[config.mk]
export PLATFORM = sky130hd
export DESIGN_NAME = cih_front
export DESIGN_NICKNAME = d
export VERILOG_FILES = /design/src/rtl/cih_pkg.sv /design/src/rtl/cih_front.sv
export SDC_FILE = /design/constraint.sdc
export NUM_CORES = 1
export LEC_CHECK = 0
export BUFFER_PORTS_ARGS = -buffer_cell sky130_fd_sc_hd__clkbuf_2
export CAP_MARGIN = 10
export CORE_ASPECT_RATIO = 1.75
export CORE_MARGIN = 1
export CORE_UTILIZATION = 50
export DETAILED_ROUTE_END_ITERATION = 10
export HOLD_SLACK_MARGIN = 0.02
export PLACE_DENSITY = 0.75
export SETUP_SLACK_MARGIN = 0.15
export SLEW_MARGIN = 15
export SYNTH_ARGS = -nofsm -noshare
export SYNTH_HDL_FRONTEND = slang
export SYNTH_SLANG_ARGS = --single-unit
[constraint.sdc]
create_clock -name clk_i -period 1.9 [get_ports clk_i]
set_clock_uncertainty 0.05 [all_clocks]
set_input_delay 0.095 -clock clk_i [delete_from_list [all_inputs] [get_ports clk_i]]
set_output_delay 0.095 -clock clk_i [all_outputs]
set_load 0.005 [all_outputs]
[src/rtl/cih_pkg.sv]
package cih_pkg;

  // histogram geometry
  localparam int unsigned NUM_BINS    = 256;
  localparam int unsigned BIN_W       = $clog2(NUM_BINS);
  localparam int unsigned CNT_W       = 21;
  localparam int unsigned SUM_W       = CNT_W + 1;

  // count bound, limited to what the count field holds
  localparam int unsigned MAX_PIXELS  = 1048576;
  localparam int unsigned FIELD_MAX   = (1 << CNT_W) - 1;
  localparam int unsigned CAP_VALUE   = (MAX_PIXELS > FIELD_MAX) ? FIELD_MAX : MAX_PIXELS;
  localparam logic [CNT_W-1:0] COUNT_CAP = CAP_VALUE[CNT_W-1:0];

  // command queue between front and back
  localparam int unsigned QUEUE_DEPTH = 4;
  localparam int unsigned QPTR_W      = $clog2(QUEUE_DEPTH);
  localparam int unsigned QCNT_W      = $clog2(QUEUE_DEPTH + 1);

  // request codes on the input channel
  localparam logic [1:0] REQ_ADD   = 2'd0;
  localparam logic [1:0] REQ_READ  = 2'd1;
  localparam logic [1:0] REQ_CLEAR = 2'd2;

  // classified operation held in the queue
  typedef enum logic [1:0] {
    OP_ADD   = 2'd0,
    OP_READ  = 2'd1,
    OP_CLEAR = 2'd2
  } cih_op_e;

  typedef struct packed {
    cih_op_e           op;
    logic [BIN_W-1:0]  index;
  } cih_item_t;

  // queue head as seen by the back part
  typedef struct packed {
    logic       valid;
    cih_item_t  item;
  } cih_head_t;

endpackage

[src/rtl/cih_front.sv]
module cih_front (
  input  logic              clk_i,
  input  logic              rst_ni,
  input  logic              in_valid_i,
  output logic              in_stall_o,
  input  logic [1:0]        req_type_i,
  input  logic [7:0]        pixel_value_i,
  input  logic [7:0]        bin_index_i,
  output cih_pkg::cih_head_t head_o,
  input  logic              pop_i
);
  import cih_pkg::*;

  cih_item_t         entries_q [QUEUE_DEPTH];
  logic [QPTR_W-1:0] wptr_q, rptr_q;
  logic [QCNT_W-1:0] count_q;
  logic              full;
  logic              keep;
  logic              push;
  logic              pop;
  cih_item_t         item;

  // classify the request, unused code is dropped
  always_comb begin
    item.op    = OP_ADD;
    item.index = pixel_value_i;
    keep       = 1'b1;
    case (req_type_i)
      REQ_ADD: begin
        item.op    = OP_ADD;
        item.index = pixel_value_i;
      end
      REQ_READ: begin
        item.op    = OP_READ;
        item.index = bin_index_i;
      end
      REQ_CLEAR: begin
        item.op    = OP_CLEAR;
        item.index = bin_index_i;
      end
      default: begin
        keep = 1'b0;
      end
    endcase
  end

  assign full       = (count_q == QCNT_W'(QUEUE_DEPTH));
  assign in_stall_o = full;
  assign push       = in_valid_i && !full && keep;
  assign pop        = pop_i && (count_q != '0);

  // queue storage
  always_ff @(posedge clk_i) begin
    if (push) begin
      entries_q[wptr_q] <= item;
    end
  end

  // queue pointers
  always_ff @(posedge clk_i or negedge rst_ni) begin
    if (!rst_ni) begin
      wptr_q  <= '0;
      rptr_q  <= '0;
      count_q <= '0;
    end else begin
      if (push) begin
        wptr_q <= wptr_q + QPTR_W'(1);
      end
      if (pop) begin
        rptr_q <= rptr_q + QPTR_W'(1);
      end
      if (push && !pop) begin
        count_q <= count_q + QCNT_W'(1);
      end else if (pop && !push) begin
        count_q <= count_q - QCNT_W'(1);
      end
    end
  end

  assign head_o.valid = (count_q != '0);
  assign head_o.item  = entries_q[rptr_q];

endmodule

==> qor.yml, run 1 <==
global_route:
  grt_first_pass_wirelength_microns: 5710
  grt_overflow: 0
  antenna_found_initial: 0
  first_global_vias: 1219
  grt_max_degree: 17
  track_usage: 0.190
sta:
  max_freq_mhz: 507
  setup_slack_ns: -0.0725
  hold_viol: 0
  finalMaxSlewViolations: 0
  tightest_slew_ns: 0.537
  min_period_ns: 1.97
  maxSlewHeadroom: 0.642
  setup_violations: 2
  fin_hold_ws_ns: 0.0629
  rsz0062_at_grt: "true"
  finalCritPeriodShare: 1.04
  setup_tns_ns: -0.107
clock_tree:
  htreeDepth: 2
  clkTransAtPathRegs_ns: 0.08
  cts-buffers-inserted: 5
  cts_root_buffer: "clkbuf_8"
  clock_latency_ns: 0.29
  cts_num_sinks: 47
  cts_tree: "built"
  clockBufferDepth: 2
cells_and_area:
  fin_area_sq_mm: 0.00258
  final_core_util: 0.660
  multiInputGateArea_sq_um: 694
  drive_above_1_share: 0.469
  fillers: 278
  instances_no_fill: 225
  final_nets: 209
  area_growth_pct: 24.9
  antenna_cells: 0
  regArea_sq_mm: 0.00138
critical_path:
  rrSetupSlack_ns: -0.07
  reg2reg_to: "count_q[2]"
  arrival_ns: 2.11
  worstRegToRegCells: 8
  crit_fanout: 2
  cp-end-kind: "flop"
  r2r-start: "count_q[0]"
  worstPathRequired_ns: 2.03
  cp-start-kind: "flop"
  crit_type: "flop to flop"
power_and_ir_drop:
  finalPower_mw: 3.49
  p_clk_frac: 0.155
  ir_drop_mv: 1.09
  power.switching_mw: 1.03
  p_int_mw: 2.47
  switching_share: 0.293
  p_seq_frac: 0.437
  pwr-share-comb: 0.408
  p_leak_nw: 1.03
  p_per_area_mw_per_mm2: 1360
placed_design:
  place_congestion: 0.695
  portBuffers: 33
  place_hpwl_microns: 2510
  placed_area_sq_mm: 0.00234
  pre_cts_slack_ns: -0.0914
  numPlacedInstances: 203
synth:
  synth_largest_area_cell: "edfxtp_1"
  synth_edf_count: 40
  yosysMostFrequentCell: "edfxtp_1"
  ys_warn_count: 0
  synth-seq-area-share: 0.667
  synth_area_sq_mm: 0.00206
  yosys-top-cells-area: "edfxtp_1 (58%), mux4_2 (11%), dfrtp_1 (8.5%)"
  avgSynthCellArea_sq_um: 17.2
  yosys.area.top_type_share: 0.583
  synth_flop_cell: "edfxtp_1"
  netlist_instances: 120
  synth-seq-cells: 47
  ys_top_cells_by_count: "edfxtp_1 (40), nand2_1 (17), ha_1 (10), mux4_2 (10), o21ai_0 (8)"
  synthesis.nets: 153
  synth_cell_type_count: 21
  synth-async-reset-ratio: 0.149
detailed_routing:
  ant_nets: 0
  firstDrtPassIters: 4
  routed_wl_microns: 3840
  wl_per_cell_microns: 17.1
  viasPerCell: 5.28
  drcViolationCount: 0
  via_count: 1187
  drtIter0Drc: 33
floorplan:
  io_pins: 34
  die_x_microns: 50.5
  start_util: 0.528
  rows: 30
  die_y_microns: 87.0
  die-area_sq_mm: 0.00439
  core_sq_mm: 0.00390
worst_hold_path:
  min_path_cells: 3
  hp-class: "input port to flop"
  min_from: "pop_i"
  holdPathEnd: "rptr_q[1]"
job:
  maxCapViolations: 0
run_status:
  status: "finished with violations"
  violations: "setup timing"
## registers in the layout, summed over array words and instances, names as in the netlist
signal / cells
wptr_q: 2
rptr_q: 2
count_q: 3
entries_q: 40
## power by group through the flow
| stage | sequential [mW] | combinational [mW] | clock (mW) |
|---|---|---|---|
| floorplan | 1.48 | 0.777 | 0 |
| global placement | 1.52 | 1.08 | 0 |
| detailed placement | 1.54 | 1.14 | 0 |
| CTS | 1.51 | 1.28 | 0.551 |
| global route | 1.55 | 1.54 | 0.592 |
| finish | 1.53 | 1.43 | 0.541 |
## layout by cell type, fill, tap and decap left out, types with 3 or more instances in the layout
cell and instances:
and2_4 5, clkbuf_8 5, dfrtp_1 5, ha_1 9
buf_6 3, nand2_1 16, inv_1 4, buf_4 12
edfxtp_1 40, xnor2_1 4, clkbuf_2 33, mux4_2 10
o21ai_0 8
## how the worst max path moves through the flow
| stage | from | to | cells past startpoint |
|---|---|---|---|
| 2_1_floorplan | count_q[2] | count_q[2] | 8 |
| 3_3_place_gp | count_q[1] | count_q[2] | 8 |
| 3_5_place_dp | count_q[1] | count_q[2] | 8 |
| 4_1_cts | count_q[1] | count_q[2] | 8 |
| 5_1_grt | count_q[0] | count_q[2] | 8 |
| 6_report | count_q[0] | count_q[2] | 8 |
## worst max-delay path: stages (launching register included)
cell     delay (ns)
dfrtp_2        0.42
or3_4          0.41
nand2_4        0.08
ha_4           0.14
inv_2          0.03
fa_2           0.33
xor2_1         0.17
nor2_1         0.07
xor2_1         0.16
## cell families (layout without fill, tap and decap cells)
| kind of cell | Yosys count | in the layout | synth area share |
|---|---|---|---|
| and+or+nand+nor | 27 | 29 | 0.0765 |
| xor gates and xnor gates | 6 | 6 | 0.0255 |
| adders and majority gates | 11 | 11 | 0.0704 |
| AOI/OAI and AO/OA | 8 | 8 | 0.0194 |
| muxes | 12 | 12 | 0.122 |
| DFF | 47 | 47 | 0.667 |
| buffers and inverters | 9 | 64 | 0.0188 |
## cell type report
type                    instances  area share
inverters                       5     0.00729
well taps                      48      0.0233
flip-flops and latches         47       0.535
clock inverters                 2     0.00291
clock buffers                   6      0.0282
multi-input cells              66       0.270
repair buffers                 51       0.134
## per-layer routing
| metal | routed length (microns) | part of all wire | GRT usage | vias up |
|---|---|---|---|---|
| met1 | 1340 | 0.35 | 0.189 | 580 |
| met4 | 104 | 0.027 | 0.0985 | 0 |
| met5 | 0 | 0 | 0 | - |
| met2 | 2230 | 0.58 | 0.359 | 45 |
| li1 | - | - | - | 555 |
| met3 | 166 | 0.043 | 0.0384 | 7 |
## what timing repair did
| item | 4_1_cts | 5_1_grt |
|---|---|---|
| endpoints found under the setup margin | 14 | 23 |
| gates cloned | 0 | 3 |
| gates resized for setup | 7 | 5 |
| endpoints found under the hold margin | 7 | 0 |
| pin swaps | 6 | 7 |
| hold buffers | 1 | 0 |
| setup buffers | 6 | 4 |
No activity file was read; power rests on OpenSTA's default activity.
==> run 2, diff against run 1 <==
==> constraint.sdc (replaced) <==
create_clock -name clk_i -period 1.9 [get_ports clk_i]
set_clock_uncertainty 0.05 [all_clocks]
set_input_delay 0.38 -clock clk_i [delete_from_list [all_inputs] [get_ports clk_i]]
set_output_delay 0.38 -clock clk_i [all_outputs]
set_load 0.005 [all_outputs]
==> qor.yml, run 2 (synthesis gave the netlist of run 1 again) <==
clock_tree:
  htreeDepth: 2
  cts-buffers-inserted: 5
  clock_latency_ns: 0.29
  clkTransAtPathRegs_ns: 0.08
  cts_root_buffer: "clkbuf_8"
  clockBufferDepth: 2
  cts_num_sinks: 47
  cts_tree: "built"
placed_design:
  place_congestion: 0.760
  place_hpwl_microns: 2470
  portBuffers: 33
run_status:
  violations: "setup timing"
  status: "finished with violations"
critical_path:
  crit_path_top_delay_cell: "fa_2"
  cp_common_cell: "nor3b_4"
  cp-end-kind: "flop"
  crit_chain: "buf_6 > nor3b_4 > nor3b_4 > ha_4 > inv_2 > fa_2 > mux2_4"
  worstPathRequired_ns: 2.03
  cp-start-kind: "flop"
  arrival_ns: 2.11
  max_stage_delay_ns: 0.44
  crit_type: "flop to flop"
  crit_fanout: 2
global_route:
  grt_first_pass_wirelength_microns: 5550
  grt_max_degree: 17
  antenna_found_initial: 0
  grt_overflow: 0
  track_usage: 0.182
  first_global_vias: 1250
sta:
  rsz0062_at_grt: "true"
  max_freq_mhz: 505
  hold_viol: 0
  tightest_slew_ns: 0.457
  setup_violations: 4
  min_period_ns: 1.98
  setup_slack_ns: -0.0804
  finalMaxSlewViolations: 0
  finalCritPeriodShare: 1.04
  maxSlewHeadroom: 0.692
detailed_routing:
  wl_per_cell_microns: 16.3
  viasPerCell: 5.28
  firstDrtPassIters: 3
  via_count: 1167
  routed_wl_microns: 3610
  drtIter0Drc: 28
  drcViolationCount: 0
  ant_nets: 0
power_and_ir_drop:
  ir_drop_mv: 1.01
  p_per_area_mw_per_mm2: 1420
  finalPower_mw: 3.68
  p_leak_nw: 1.03
floorplan:
  io_pins: 34
  die_y_microns: 87.0
  core_sq_mm: 0.00390
  rows: 30
  die_x_microns: 50.5
  die-area_sq_mm: 0.00439
  start_util: 0.528
cells_and_area:
  largest_registers: "entries_q: 40 flops, count_q: 3 flops"
  final_nets: 205
  most-common-layout-cells: "edfxtp_1 (40), clkbuf_2 (32), nand2_1 (16), buf_4 (12), mux4_2 (10)"
  regMostFlops: "entries_q"
  area_growth_pct: 25.4
  layout.cells.most_common: "edfxtp_1"
  fillers: 281
  final_core_util: 0.663
  drive_above_1_share: 0.480
  antenna_cells: 0
  largest_reg_flops: 40
job:
  maxCapViolations: 0
worst_hold_path:
  hp-class: "input port to flop"
run 2: cell count changes in the layout (fill, tap and decap cells not counted), sizes merged:
cell,before,now
bufinv,0,2
clkbuf,40,38
and2,6,4
clkinv,2,0
run 2: per-layer routing:
| metal | GRT usage | routed length, microns |
|---|---|---|
| met4 | 0.0884 | 54 |
| met1 | 0.171 | 1310 |
| met2 | 0.352 | 2120 |
| met5 | 0 | 0 |
| met3 | 0.0436 | 118 |
run 2: through the flow:
| stage | cells | hold slack [ns] | setup slack [ns] | cell area, sq um | setup TNS, ns |
|---|---|---|---|---|---|
| global route | 221 | 0.380 | -0.137 | 2590 | -0.715 |
| global placement | 208 | 0.172 | -0.0352 | 2370 | -0.0485 |
| floorplan | 120 | 0.0344 | -0.0666 | 2070 | -0.112 |
| finish | 221 | 0.367 | -0.0804 | 2590 | -0.183 |
| detailed placement | 208 | 0.184 | -0.0944 | 2370 | -0.146 |
| CTS | 220 | 0.361 | -0.0312 | 2550 | -0.155 |
run 2: power breakdown:
part	leakage, nW	switching (mW)	total [mW]	internal, mW
Clock	0.0654	0.314	0.839	0.525
Sequential	0.448	0.138	1.51	1.37
Combinational	0.517	0.556	1.33	0.775
run 2: final cells by class:
class,instances,area [sq um],area share
clock buffers,6,72.6,0.0281
clock inverters,2,60.1,0.0232
inverters,5,18.8,0.00726
multi-input cells,64,681,0.263
flip-flops and latches,47,1380,0.534
well taps,48,60.1,0.0232
repair buffers,49,314,0.121
run 2: final timing paths:
check	from	endpoint	slack (ns)	depth (start not counted)
setup / recovery	count_q[1]	count_q[1]	-0.08	7
hold / removal	pop_i	rptr_q[1]	0.37	3
setup reg to reg	count_q[1]	count_q[1]	-0.08	7
hold reg to reg	wptr_q[1]	wptr_q[1]	0.54	1
max in group asynchronous	rst_ni	rptr_q[1]	1.20	2
min in group asynchronous	rst_ni	count_q[0]	0.41	2
run 2: repair_timing:
item	4_1_cts	5_1_grt
hold buffers	1	0
pin swaps	3	4
resized for setup	3	9
endpoints found under the setup margin	13	54
setup buffers	3	1
endpoints found under the hold margin	7	0
run 2: worst max-delay path, delay by kind of cell, from the launching register on:
family / cells / cell delay, ns
buffers and inverters: 2 / 0.18
flip-flops: 1 / 0.40
adder cells (fa/ha/maj): 2 / 0.61
multiplexers: 1 / 0.29
AND/OR/NAND/NOR: 2 / 0.34
